**config.mk**
```make
export PLATFORM = sky130hd
export DESIGN_NAME = address_mask_event_counters_top_flat
export DESIGN_NICKNAME = d
export VERILOG_FILES = /design/src/rtl/amec_pkg.sv /design/src/rtl/amec_if.sv /design/src/rtl/address_mask_event_counters_top.sv /design/src/rtl/amec_csr.sv /design/src/rtl/amec_counters.sv /design/src/rtl/amec_report.sv /design/src/flat_wrapper.sv
export SDC_FILE = /design/constraint.sdc
export NUM_CORES = 2
export LEC_CHECK = 0
export BUFFER_PORTS_ARGS = -buffer_cell sky130_fd_sc_hd__buf_2
export CAP_MARGIN = 30
export CORE_ASPECT_RATIO = 2
export CORE_MARGIN = 4
export CORE_UTILIZATION = 35
export DETAILED_ROUTE_END_ITERATION = 16
export GPL_ROUTABILITY_DRIVEN = 0
export GPL_TIMING_DRIVEN = 0
export PLACE_DENSITY = 0.61
export SLEW_MARGIN = 20
export SYNTH_ARGS = -nofsm -noshare
export SYNTH_HDL_FRONTEND = slang
export SYNTH_SLANG_ARGS = --single-unit
```
**constraint.sdc**
```tcl
create_clock -name clock -period 10.7 [get_ports clock]
set_clock_uncertainty 0.2 [all_clocks]
set_input_delay 0.535 -clock clock [delete_from_list [all_inputs] [get_ports clock]]
set_output_delay 0.535 -clock clock [all_outputs]
set_load 0.03 [all_outputs]
```
**src/rtl/amec_pkg.sv**
```systemverilog
package amec_pkg;

   localparam int ADDR_W = 64;
   localparam int CNT_W = 64;
   localparam int IDX_W = 2;
   localparam int SHIFT_W = 6;
   localparam int ACT_W = 2;
   localparam int CSR_INDEX_W = 4;
   localparam int CSR_DATA_W = 64;
   localparam int MAX_COUNTERS = 3;
   localparam int NUM_COUNTERS_DEF = 3;

   localparam logic [ACT_W-1:0] ACT_TRANS = 2'd0;
   localparam logic [ACT_W-1:0] ACT_EXEC = 2'd1;
   localparam logic [ACT_W-1:0] ACT_FLUSH = 2'd2;

   localparam logic [CSR_INDEX_W-1:0] REG_MASK_A = 4'd0;
   localparam logic [CSR_INDEX_W-1:0] REG_COMPARE_A = 4'd1;
   localparam logic [CSR_INDEX_W-1:0] REG_MASK_B = 4'd2;
   localparam logic [CSR_INDEX_W-1:0] REG_COMPARE_B = 4'd3;
   localparam logic [CSR_INDEX_W-1:0] REG_MASK_C = 4'd4;
   localparam logic [CSR_INDEX_W-1:0] REG_COMPARE_C = 4'd5;
   localparam logic [CSR_INDEX_W-1:0] REG_SAMPLE_SHIFT = 4'd6;
   localparam logic [CSR_INDEX_W-1:0] REG_REPORT_SHIFT = 4'd7;

   localparam logic [ADDR_W-1:0] MASK_A_RST = 64'h0;
   localparam logic [ADDR_W-1:0] COMPARE_A_RST = 64'h0;
   localparam logic [ADDR_W-1:0] MASK_B_RST = 64'h8000_0000_0000_0000;
   localparam logic [ADDR_W-1:0] COMPARE_B_RST = 64'h8000_0000_0000_0000;
   localparam logic [ADDR_W-1:0] MASK_C_RST = 64'h8000_0000_0000_0000;
   localparam logic [ADDR_W-1:0] COMPARE_C_RST = 64'h0;
   localparam logic [SHIFT_W-1:0] SAMPLE_SHIFT_RST = 6'd10;
   localparam logic [SHIFT_W-1:0] REPORT_SHIFT_RST = 6'd28;

   typedef struct packed {
      logic [MAX_COUNTERS-1:0][ADDR_W-1:0] mask;
      logic [MAX_COUNTERS-1:0][ADDR_W-1:0] compare;
      logic [SHIFT_W-1:0] sample_shift;
      logic [SHIFT_W-1:0] report_shift;
   } cfg_type;

   typedef struct packed {
      logic load;
      logic out_free;
   } rpt_ctl_type;

endpackage

```
**src/rtl/amec_if.sv**
```systemverilog
interface amec_req_if;
   logic valid;
   logic ready;
   logic [amec_pkg::ACT_W-1:0] action;
   logic [amec_pkg::ADDR_W-1:0] vaddr;

   modport source (output valid, output action, output vaddr, input ready);
   modport sink (input valid, input action, input vaddr, output ready);
endinterface

interface amec_rsp_if;
   logic valid;
   logic ready;
   logic [amec_pkg::IDX_W-1:0] counter_index;
   logic [amec_pkg::CNT_W-1:0] exec_estimate;
   logic [amec_pkg::CNT_W-1:0] trans_total;
   logic last_line;

   modport source (output valid, output counter_index, output exec_estimate,
                   output trans_total, output last_line, input ready);
   modport sink (input valid, input counter_index, input exec_estimate,
                 input trans_total, input last_line, output ready);
endinterface

interface amec_csr_if;
   logic valid;
   logic ready;
   logic [amec_pkg::CSR_INDEX_W-1:0] index;
   logic [amec_pkg::CSR_DATA_W-1:0] data;

   modport source (output valid, output index, output data, input ready);
   modport sink (input valid, input index, input data, output ready);
endinterface

```
**src/rtl/address_mask_event_counters_top.sv**
```systemverilog
// Channel   Direction  Contents
// req_chan  in         action, vaddr
// rsp_chan  out        counter_index, exec_estimate, trans_total, last_line
// csr_chan  in         index, data (register write, always ready)
//
// Translation and execution events are taken one per cycle except as held below, and update the counts
// in the same cycle. A report is captured in the cycle its transaction is taken and
// leaves as NUM_COUNTERS lines, one per cycle while rsp_chan is ready, from the report buffer.
// A transaction that would start a new report waits while the buffer still holds
// lines other than the one leaving; other events keep flowing during a report.
// Reset is synchronous and clears all counts and restores the register defaults.
module address_mask_event_counters_top #(
   parameter int NUM_COUNTERS = amec_pkg::NUM_COUNTERS_DEF
) (
   input  logic clock,
   input  logic reset,
   amec_req_if.sink req_chan,
   amec_rsp_if.source rsp_chan,
   amec_csr_if.sink csr_chan
);

   amec_pkg::cfg_type cfg;
   amec_pkg::rpt_ctl_type rpt_ctl;
   logic [NUM_COUNTERS-1:0][amec_pkg::CNT_W-1:0] snap_exec;
   logic [NUM_COUNTERS-1:0][amec_pkg::CNT_W-1:0] snap_trans;

   amec_csr u_csr (
      .clock    (clock),
      .reset    (reset),
      .csr_chan (csr_chan),
      .cfg      (cfg)
   );

   amec_counters #(.NUM_COUNTERS(NUM_COUNTERS)) u_counters (
      .clock      (clock),
      .reset      (reset),
      .req_chan   (req_chan),
      .cfg        (cfg),
      .out_free   (rpt_ctl.out_free),
      .load       (rpt_ctl.load),
      .snap_exec  (snap_exec),
      .snap_trans (snap_trans)
   );

   amec_report #(.NUM_COUNTERS(NUM_COUNTERS)) u_report (
      .clock      (clock),
      .reset      (reset),
      .load       (rpt_ctl.load),
      .snap_exec  (snap_exec),
      .snap_trans (snap_trans),
      .out_free   (rpt_ctl.out_free),
      .rsp_chan   (rsp_chan)
   );

endmodule

```
**src/rtl/amec_csr.sv**
```systemverilog
module amec_csr (
   input  logic clock,
   input  logic reset,
   amec_csr_if.sink csr_chan,
   output amec_pkg::cfg_type cfg
);

   amec_pkg::cfg_type cfg_ff;
   amec_pkg::cfg_type cfg_in;

   assign csr_chan.ready = 1'b1;
   assign cfg = cfg_ff;

   always_comb begin
      cfg_in = cfg_ff;
      if (csr_chan.valid) begin
         case (csr_chan.index)
            amec_pkg::REG_MASK_A: cfg_in.mask[0] = csr_chan.data;
            amec_pkg::REG_COMPARE_A: cfg_in.compare[0] = csr_chan.data;
            amec_pkg::REG_MASK_B: cfg_in.mask[1] = csr_chan.data;
            amec_pkg::REG_COMPARE_B: cfg_in.compare[1] = csr_chan.data;
            amec_pkg::REG_MASK_C: cfg_in.mask[2] = csr_chan.data;
            amec_pkg::REG_COMPARE_C: cfg_in.compare[2] = csr_chan.data;
            amec_pkg::REG_SAMPLE_SHIFT:
               cfg_in.sample_shift = csr_chan.data[amec_pkg::SHIFT_W-1:0];
            amec_pkg::REG_REPORT_SHIFT:
               cfg_in.report_shift = csr_chan.data[amec_pkg::SHIFT_W-1:0];
            default: cfg_in = cfg_ff;
         endcase
      end
   end

   always_ff @(posedge clock) begin
      if (reset) begin
         cfg_ff.mask[0] <= amec_pkg::MASK_A_RST;
         cfg_ff.compare[0] <= amec_pkg::COMPARE_A_RST;
         cfg_ff.mask[1] <= amec_pkg::MASK_B_RST;
         cfg_ff.compare[1] <= amec_pkg::COMPARE_B_RST;
         cfg_ff.mask[2] <= amec_pkg::MASK_C_RST;
         cfg_ff.compare[2] <= amec_pkg::COMPARE_C_RST;
         cfg_ff.sample_shift <= amec_pkg::SAMPLE_SHIFT_RST;
         cfg_ff.report_shift <= amec_pkg::REPORT_SHIFT_RST;
      end else begin
         cfg_ff <= cfg_in;
      end
   end

endmodule

```
**src/rtl/amec_counters.sv**
```systemverilog
module amec_counters #(
   parameter int NUM_COUNTERS = amec_pkg::NUM_COUNTERS_DEF
) (
   input  logic clock,
   input  logic reset,
   amec_req_if.sink req_chan,
   input  amec_pkg::cfg_type cfg,
   input  logic out_free,
   output logic load,
   output logic [NUM_COUNTERS-1:0][amec_pkg::CNT_W-1:0] snap_exec,
   output logic [NUM_COUNTERS-1:0][amec_pkg::CNT_W-1:0] snap_trans
);

   localparam int CW = amec_pkg::CNT_W;

   logic [CW-1:0] event_total_ff, event_total_in;
   logic [NUM_COUNTERS-1:0][CW-1:0] exec_ff, exec_in;
   logic [NUM_COUNTERS-1:0][CW-1:0] trans_ff, trans_in;
   logic [NUM_COUNTERS-1:0][CW-1:0] exec_upd;
   logic [NUM_COUNTERS-1:0] hit;
   logic [CW-1:0] smask, rmask;
   logic do_sample, do_report, is_exec, item_reports, accept;

   always_comb begin
      smask = (CW'(1) << cfg.sample_shift) - CW'(1);
      rmask = (CW'(1) << cfg.report_shift) - CW'(1);
      do_sample = (event_total_ff & smask) == '0;
      do_report = (event_total_ff & rmask) == '0;
      is_exec = req_chan.action == amec_pkg::ACT_EXEC;
      item_reports = (req_chan.action == amec_pkg::ACT_FLUSH) || (is_exec && do_report);
   end

   // A transaction that starts a report waits until the report buffer can take it.
   assign req_chan.ready = !item_reports || out_free;
   assign accept = req_chan.valid && req_chan.ready;
   assign load = accept && item_reports;

   always_comb begin
      for (int i = 0; i < NUM_COUNTERS; i++) begin
         hit[i] = (req_chan.vaddr & cfg.mask[i]) == cfg.compare[i];
         exec_upd[i] = exec_ff[i] + CW'(hit[i] && do_sample && is_exec);
         snap_exec[i] = exec_upd[i] << cfg.sample_shift;
         snap_trans[i] = trans_ff[i];
      end
   end

   always_comb begin
      event_total_in = event_total_ff;
      exec_in = exec_ff;
      trans_in = trans_ff;
      if (accept) begin
         case (req_chan.action)
            amec_pkg::ACT_TRANS: begin
               for (int i = 0; i < NUM_COUNTERS; i++) begin
                  trans_in[i] = trans_ff[i] + CW'(hit[i]);
               end
            end
            amec_pkg::ACT_EXEC: begin
               event_total_in = event_total_ff + CW'(1);
               exec_in = exec_upd;
               if (do_report) begin
                  exec_in = '0;
                  trans_in = '0;
               end
            end
            amec_pkg::ACT_FLUSH: begin
               exec_in = '0;
               trans_in = '0;
            end
            default: begin
               event_total_in = event_total_ff;
            end
         endcase
      end
   end

   always_ff @(posedge clock) begin
      if (reset) begin
         event_total_ff <= '0;
         exec_ff <= '0;
         trans_ff <= '0;
      end else begin
         event_total_ff <= event_total_in;
         exec_ff <= exec_in;
         trans_ff <= trans_in;
      end
   end

endmodule

```
**src/rtl/amec_report.sv**
```systemverilog
module amec_report #(
   parameter int NUM_COUNTERS = amec_pkg::NUM_COUNTERS_DEF
) (
   input  logic clock,
   input  logic reset,
   input  logic load,
   input  logic [NUM_COUNTERS-1:0][amec_pkg::CNT_W-1:0] snap_exec,
   input  logic [NUM_COUNTERS-1:0][amec_pkg::CNT_W-1:0] snap_trans,
   output logic out_free,
   amec_rsp_if.source rsp_chan
);

   localparam int CNT_BITS = $clog2(NUM_COUNTERS + 1);
   localparam int IW = amec_pkg::IDX_W;

   logic [NUM_COUNTERS-1:0][amec_pkg::CNT_W-1:0] exec_ff, exec_in;
   logic [NUM_COUNTERS-1:0][amec_pkg::CNT_W-1:0] trans_ff, trans_in;
   logic [NUM_COUNTERS-1:0][IW-1:0] idx_ff, idx_in;
   logic [CNT_BITS-1:0] left_ff, left_in;
   logic take;

   assign rsp_chan.valid = left_ff != '0;
   assign rsp_chan.counter_index = idx_ff[0];
   assign rsp_chan.exec_estimate = exec_ff[0];
   assign rsp_chan.trans_total = trans_ff[0];
   assign rsp_chan.last_line = left_ff == CNT_BITS'(1);

   assign take = rsp_chan.valid && rsp_chan.ready;
   assign out_free = (left_ff == '0) || (take && rsp_chan.last_line);

   always_comb begin
      exec_in = exec_ff;
      trans_in = trans_ff;
      idx_in = idx_ff;
      left_in = left_ff;
      if (load) begin
         exec_in = snap_exec;
         trans_in = snap_trans;
         for (int i = 0; i < NUM_COUNTERS; i++) begin
            idx_in[i] = IW'(i);
         end
         left_in = CNT_BITS'(NUM_COUNTERS);
      end else if (take) begin
         for (int i = 0; i < NUM_COUNTERS - 1; i++) begin
            exec_in[i] = exec_ff[i + 1];
            trans_in[i] = trans_ff[i + 1];
            idx_in[i] = idx_ff[i + 1];
         end
         left_in = left_ff - CNT_BITS'(1);
      end
   end

   always_ff @(posedge clock) begin
      exec_ff <= exec_in;
      trans_ff <= trans_in;
      idx_ff <= idx_in;
   end

   always_ff @(posedge clock) begin
      if (reset) begin
         left_ff <= '0;
      end else begin
         left_ff <= left_in;
      end
   end

endmodule

```
**src/flat_wrapper.sv**
```systemverilog
// flat-port wrapper written by rule: the top's interface ports become plain ports
module address_mask_event_counters_top_flat 
#(
   parameter int NUM_COUNTERS = amec_pkg::NUM_COUNTERS_DEF
)
  (clock, reset, req_chan_valid, req_chan_action, req_chan_vaddr, req_chan_ready, rsp_chan_valid, rsp_chan_counter_index, rsp_chan_exec_estimate, rsp_chan_trans_total, rsp_chan_last_line, rsp_chan_ready, csr_chan_valid, csr_chan_index, csr_chan_data, csr_chan_ready);
  amec_req_if req_chan_i ();
  amec_rsp_if rsp_chan_i ();
  amec_csr_if csr_chan_i ();
  input  logic clock;
  input  logic reset;
  input wire logic [$bits(req_chan_i.valid)-1:0] req_chan_valid;
  input wire logic [$bits(req_chan_i.action)-1:0] req_chan_action;
  input wire logic [$bits(req_chan_i.vaddr)-1:0] req_chan_vaddr;
  output wire logic [$bits(req_chan_i.ready)-1:0] req_chan_ready;
  output wire logic [$bits(rsp_chan_i.valid)-1:0] rsp_chan_valid;
  output wire logic [$bits(rsp_chan_i.counter_index)-1:0] rsp_chan_counter_index;
  output wire logic [$bits(rsp_chan_i.exec_estimate)-1:0] rsp_chan_exec_estimate;
  output wire logic [$bits(rsp_chan_i.trans_total)-1:0] rsp_chan_trans_total;
  output wire logic [$bits(rsp_chan_i.last_line)-1:0] rsp_chan_last_line;
  input wire logic [$bits(rsp_chan_i.ready)-1:0] rsp_chan_ready;
  input wire logic [$bits(csr_chan_i.valid)-1:0] csr_chan_valid;
  input wire logic [$bits(csr_chan_i.index)-1:0] csr_chan_index;
  input wire logic [$bits(csr_chan_i.data)-1:0] csr_chan_data;
  output wire logic [$bits(csr_chan_i.ready)-1:0] csr_chan_ready;
  assign req_chan_i.valid = req_chan_valid;
  assign req_chan_i.action = req_chan_action;
  assign req_chan_i.vaddr = req_chan_vaddr;
  assign req_chan_ready = req_chan_i.ready;
  assign rsp_chan_valid = rsp_chan_i.valid;
  assign rsp_chan_counter_index = rsp_chan_i.counter_index;
  assign rsp_chan_exec_estimate = rsp_chan_i.exec_estimate;
  assign rsp_chan_trans_total = rsp_chan_i.trans_total;
  assign rsp_chan_last_line = rsp_chan_i.last_line;
  assign rsp_chan_i.ready = rsp_chan_ready;
  assign csr_chan_i.valid = csr_chan_valid;
  assign csr_chan_i.index = csr_chan_index;
  assign csr_chan_i.data = csr_chan_data;
  assign csr_chan_ready = csr_chan_i.ready;
  address_mask_event_counters_top #(.NUM_COUNTERS(NUM_COUNTERS)) u_core (.clock(clock), .reset(reset), .req_chan(req_chan_i), .rsp_chan(rsp_chan_i), .csr_chan(csr_chan_i));
endmodule
```
==> summary.txt, run 1 <==
Outcome
  – Status: aborted with a tool error
  – Last stage: global routing (5_1_grt)
  – Stop err: [ERROR GRT-0116] Global routing finished with congestion. Check the congestion regions in the DRC Viewer.

Synth
  – Post-synth EDFFs: 384
  – Post-synthesis cell area: 0.0745 mm^2
  – Post-synth top flop: dfxtp_1
  – Ys async rst share: 0%
  – Synth warnings: 0
  – Avg Cell Area, Syn: 7.81 um^2
  – Sequential-to-total area share from yosys stat: 38.3%
  – Synth Instances: 9535
  – Synthesized net count: 9694
  – Flops & latches, synth: 1233
  – Cell variety after synth: 100

Clock network
  – H-tree depth: 3
  – Clock Sinks: 1233
  – CTS Buf Count: 117
  – Root buf cell: clkbuf_16
  – Clk buf depth: 3

Floorplanning
  – Rows: 239
  – Die Y: 660 um
  – Initial core utilization: 35.2%
  – IO Count: 273
  – Die X: 334 um

Global routing
  – Vias in the first global route: 91100
  – Global-route wire length before repair: 787000 um
  – Overflow after GRT: 567
  – Total track usage: 50.6%
  – Largest net degree at the start of global routing: 58

Placed design
  – Port Buffers: 264
  – Placed cell count: 12700
  – Detailed placement HPWL: 362000 um
repair_timing:
item / 4_1_cts
setup endpoints to repair: 143
buffers inserted: 1
endpoints found under the hold margin: 369
resized for setup: 27
pin swaps: 1
hold buffers: 63
cells by family after synthesis:
logic type,count (synthesis),share of synthesized area [%]
buf+inv,1028,6.01
other cells,1,0.00503
fa+ha+maj,21,0.349
flops,1233,38.3
simple gates,4156,25.8
xor+xnor,489,5.75
mux,273,4.08
compound gates,2334,19.7
per-stage QoR:
stage | cell area (um^2) | util, % | hold slack, ns | setup WS, ns
after detailed placement | 81000 | 38.2 | 0.246 | -1.72
after global placement | 79300 | 37.5 | 0.239 | -6.73
after CTS | 85800 | 40.5 | 0.143 | 0.154
after floorplan | 74500 | - | 0.217 | 0.262
cell usage after synthesis (all sizes together) (73+ instances only):
cell	count	area, um^2
xnor2	340	2980
nor2	644	2420
mux2i	189	1890
a21oi	791	3970
o22ai	103	651
or3	154	963
and3	103	644
o21ai	557	2790
nand2	2003	7520
edfxtp	384	11500
buf	275	1650
clkbuf	635	2390
o31ai	118	900
nor3	187	941
dfxtp	849	17000
inv	114	428
a211oi	78	586
xor2	149	1310
nand3	288	1440
nor4	217	1450
and2	76	475
o211ai	73	548
nand4	237	1480
layer usage:
| metal | overflow | track usage, % |
|---|---|---|
| met4 | 210 | 52.4 |
| met1 | 3 | 46.0 |
| met3 | 10 | 34.5 |
| met2 | 343 | 71.1 |
| met5 | 1 | 13.6 |
==> run 2, diff against run 1 <==
--- a/config.mk
+++ b/config.mk
@@ -7,13 +7,12 @@
 export LEC_CHECK = 0
 export BUFFER_PORTS_ARGS = -buffer_cell sky130_fd_sc_hd__buf_2
 export CAP_MARGIN = 30
-export CORE_ASPECT_RATIO = 2
 export CORE_MARGIN = 4
-export CORE_UTILIZATION = 35
+export CORE_UTILIZATION = 20
 export DETAILED_ROUTE_END_ITERATION = 16
 export GPL_ROUTABILITY_DRIVEN = 0
 export GPL_TIMING_DRIVEN = 0
-export PLACE_DENSITY = 0.61
+export PLACE_DENSITY_LB_ADDON = 0.15
 export SLEW_MARGIN = 20
 export SYNTH_ARGS = -nofsm -noshare
 export SYNTH_HDL_FRONTEND = slang
==> constraint.sdc (replaced) <==
create_clock -name clock -period 13.9 [get_ports clock]
set_clock_uncertainty 0.2 [all_clocks]
set_input_delay 0.695 -clock clock [delete_from_list [all_inputs] [get_ports clock]]
set_output_delay 0.695 -clock clock [all_outputs]
set_load 0.03 [all_outputs]
==> run 2 against run 1 <==
The flow now finishes without violations; synthesized cell count unchanged; synthesized area is the same.
==> summary.txt, run 2 <==
Timing
  – Fin crit period: 13.66 ns
  – Period utilisation layout: 98.3%
  – Final setup viols: 0
  – Max Freq: 73.2 MHz
  – RSZ-0062 raised after global routing: false
  – Fin. Hold Viols: 0
  – Slew headroom: 15.9%
  – PnR worst setup slack: 0.243 ns
  – Slew @ Worst Pin: 1.25 ns
  – Max Slew Vio Count: 0
  – Fin Setup TNS: 0 ns

Synth
  – Post-synthesis cell area: 0.0745 mm^2
  – Post-synth EDFFs: 384
  – Synth top area share: 22.8%
  – Flops & latches, synth: 1233
  – Most frequent cell after synthesis: nand2_1
  – Ys async rst share: 0%
  – Synth Instances: 9535
  – Synthesized net count: 9694
  – Commonest cells in the netlist: nand2_1, dfxtp_1, a21oi_1
  – Cell taking the most area after synthesis: dfxtp_1
  – Cell variety after synth: 100
  – Dominant cells by area after synthesis: dfxtp_1, edfxtp_1, nand2_1, a21oi_1, xnor2_1
  – Synth warnings: 0
  – Sequential-to-total area share from yosys stat: 38.3%
  – Avg Cell Area, Syn: 7.81 um^2
  – Post-synth top flop: dfxtp_1

Critical path
  – Worst reg2reg path depth: 31
  – Worst setup EP type: register
  – Worst reg2reg startpoint: u_core.u_csr.cfg[7]
  – Crit path DAT: 14.03 ns
  – Reg2Reg Setup Slack: 0.24 ns
  – Worst reg2reg endpoint: u_core.u_report.rsp_chan.exec_estimate[45]
  – CP Max Fanout: 10
  – Required @ worst endpoint: 14.27 ns
  – CP startpoint kind: register
  – Slowest stage delay, CP: 0.96 ns
  – Critical path's most frequent cell: clkbuf_1
  – Worst setup path class: register to register
  – Slowest CP cell: a211oi_1

Clock network
  – Hold buffer count at cts: 60
  – Post-CTS resize count: 0
  – H-tree depth: 4
  – Clk buf depth: 4
  – Clock Latency Late Sink: 0.90 ns
  – Root buf cell: clkbuf_16
  – # Post-CTS Setup Buffers: 0
  – CTS Buf Count: 167
  – CTS tree: built
  – Clock slew at reported path FFs: 0.06 ns
  – Clock Sinks: 1233

Route
  – WL per Instance: 30.9 um
  – DRC errors left: 0
  – DR iter-0 viols: 13700
  – Post-DR vias/cell: 5.45
  – DRT antenna net count: 0
  – Post-Route WL: 472000 um
  – Via Count: 83500
  – Pre-Repair DR Iteration Count: 12

Min path
  – Min-Delay Path Depth: 4
  – Hold WC Path Type: input port to register
  – Min-delay src: rsp_chan_ready
  – Hold Path End: u_core.u_report.idx_ff[2]

Finish
  – Area Growth Syn to Fin: 21.1%
  – Max reg flops: 396
  – Highest-count cells in the layout ignoring fill and taps: nand2_1, dfxtp_1, a21oi_1
  – Layout cell share with drive strength beyond 1: 11.0%
  – Most common cell after layout, fill and taps aside: nand2_1
  – Final Net Count: 10300

Floorplanning
  – Die Area: 0.382 mm^2
  – Core Area: 0.370 mm^2
  – Die X: 618 um
  – Rows: 223
  – Die Y: 618 um
  – Initial core utilization: 20.1%
  – IO Count: 273

Global routing
  – Vias in the first global route: 76900
  – Initial antenna violation count: 67
  – Global-route wire length before repair: 640000 um
  – Overflow after GRT: 0
  – Largest net degree at the start of global routing: 56
  – Total track usage: 23.5%

Placed design
  – Port Buffers: 264
  – Pre-CTS setup slack: 0.988 ns
  – Detailed placement HPWL: 368000 um

Power
  – Leak Pwr: 30.0 nW
  – Power Dens Cells: 114 mW/mm^2
  – Peak supply drop: 0.0890 mV

Run
  – Max-cap check violation count: 0

Outcome
  – Status: complete, no violations
[run 2: cell counts after synthesis]
Identical to the previous run, type by type.
[run 2: kinds of logic after synthesis]
family | Yosys count | share of synthesized area [%]
other | 1 | 0.00503
XOR/XNOR | 489 | 5.75
flip-flops | 1233 | 38.3
multiplexers | 273 | 4.08
buffers and inverters | 1028 | 6.01
AND/OR/NAND/NOR | 4156 | 25.8
AO/OA/AOI/OAI | 2334 | 19.7
adder cells (fa/ha/maj) | 21 | 0.349
[run 2: how the worst max path moves through the flow]
| stage | start | endpoint | cells after the start |
|---|---|---|---|
| 6_report | u_core.u_csr.cfg[7] | u_core.u_report.rsp_chan.exec_estimate[45] | 31 |
| 3_3_place_gp | u_core.u_csr.cfg[5] | u_core.u_report.rsp_chan.exec_estimate[56] | 17 |
| 4_1_cts | u_core.u_csr.cfg[7] | u_core.u_report.rsp_chan.exec_estimate[45] | 31 |
| 3_5_place_dp | u_core.u_csr.cfg[7] | u_core.u_report.rsp_chan.exec_estimate[45] | 31 |
| 5_1_grt | u_core.u_csr.cfg[7] | u_core.u_report.rsp_chan.exec_estimate[37] | 31 |
| 2_1_floorplan | u_core.u_csr.cfg[5] | u_core.u_report.exec_ff[100] | 19 |
[run 2: layout make-up]
class                   instances  area [um^2]
repair buffers                486         3720
fillers                     40900       280000
clock buffers                 223         4640
flip-flops and latches       1233        28500
well taps                    4950         6190
multi-input cells            7274        41700
inverters                     118          443
diodes                         41          103
clock inverters                72          821
plain buffers                 910         4110
[run 2: critical path, delay by kind of cell (launching register included)]
family	cells	cell delay [ns]
muxes	1	0.44
and+or+nand+nor	11	3.42
DFF	1	0.30
xor gates and xnor gates	1	0.30
adders and majority gates	3	1.04
AOI/OAI and AO/OA	8	4.20
buffers and inverters	7	3.35
[run 2: power by group]
part	total [W]	internal (W)	switching [W]
clock	0.00442	0.00256	0.00186
combinational	0.00172	0.000465	0.00126
sequential	0.00413	0.00405	0.0000822
total	0.0103	0.00707	0.00320
[run 2: routing by layer]
metal / vias up / track usage, % / share of wire (%) / wire (um)
met5: - / 0.375 / 0.11 / 525
met3: 1688 / 8.26 / 12 / 56900
met4: 36 / 11.9 / 6.5 / 30500
li1: 35600 / - / - / -
met1: 40200 / 30.7 / 41 / 193000
met2: 5957 / 33.9 / 41 / 191000
[run 2: through the flow]
| step | power [W] | std cells | hold slack (ns) | instance area (um^2) | utilization, % |
|---|---|---|---|---|---|
| 4_1_cts | 0.0104 | 15200 | 0.00952 | 89700 | 24.3 |
| 5_1_grt | 0.0106 | 15300 | 0.0843 | 90100 | 24.4 |
| 3_3_place_gp | 0.00593 | 14700 | 0.239 | 82000 | 22.2 |
| 6_report | 0.0103 | 15300 | 0.0634 | 90200 | 24.4 |
| 2_1_floorplan | 0.00513 | 9535 | 0.217 | 74500 | - |
| 3_5_place_dp | 0.00589 | 14900 | 0.236 | 83700 | 22.6 |
Power figures use the tool's default switching activity.
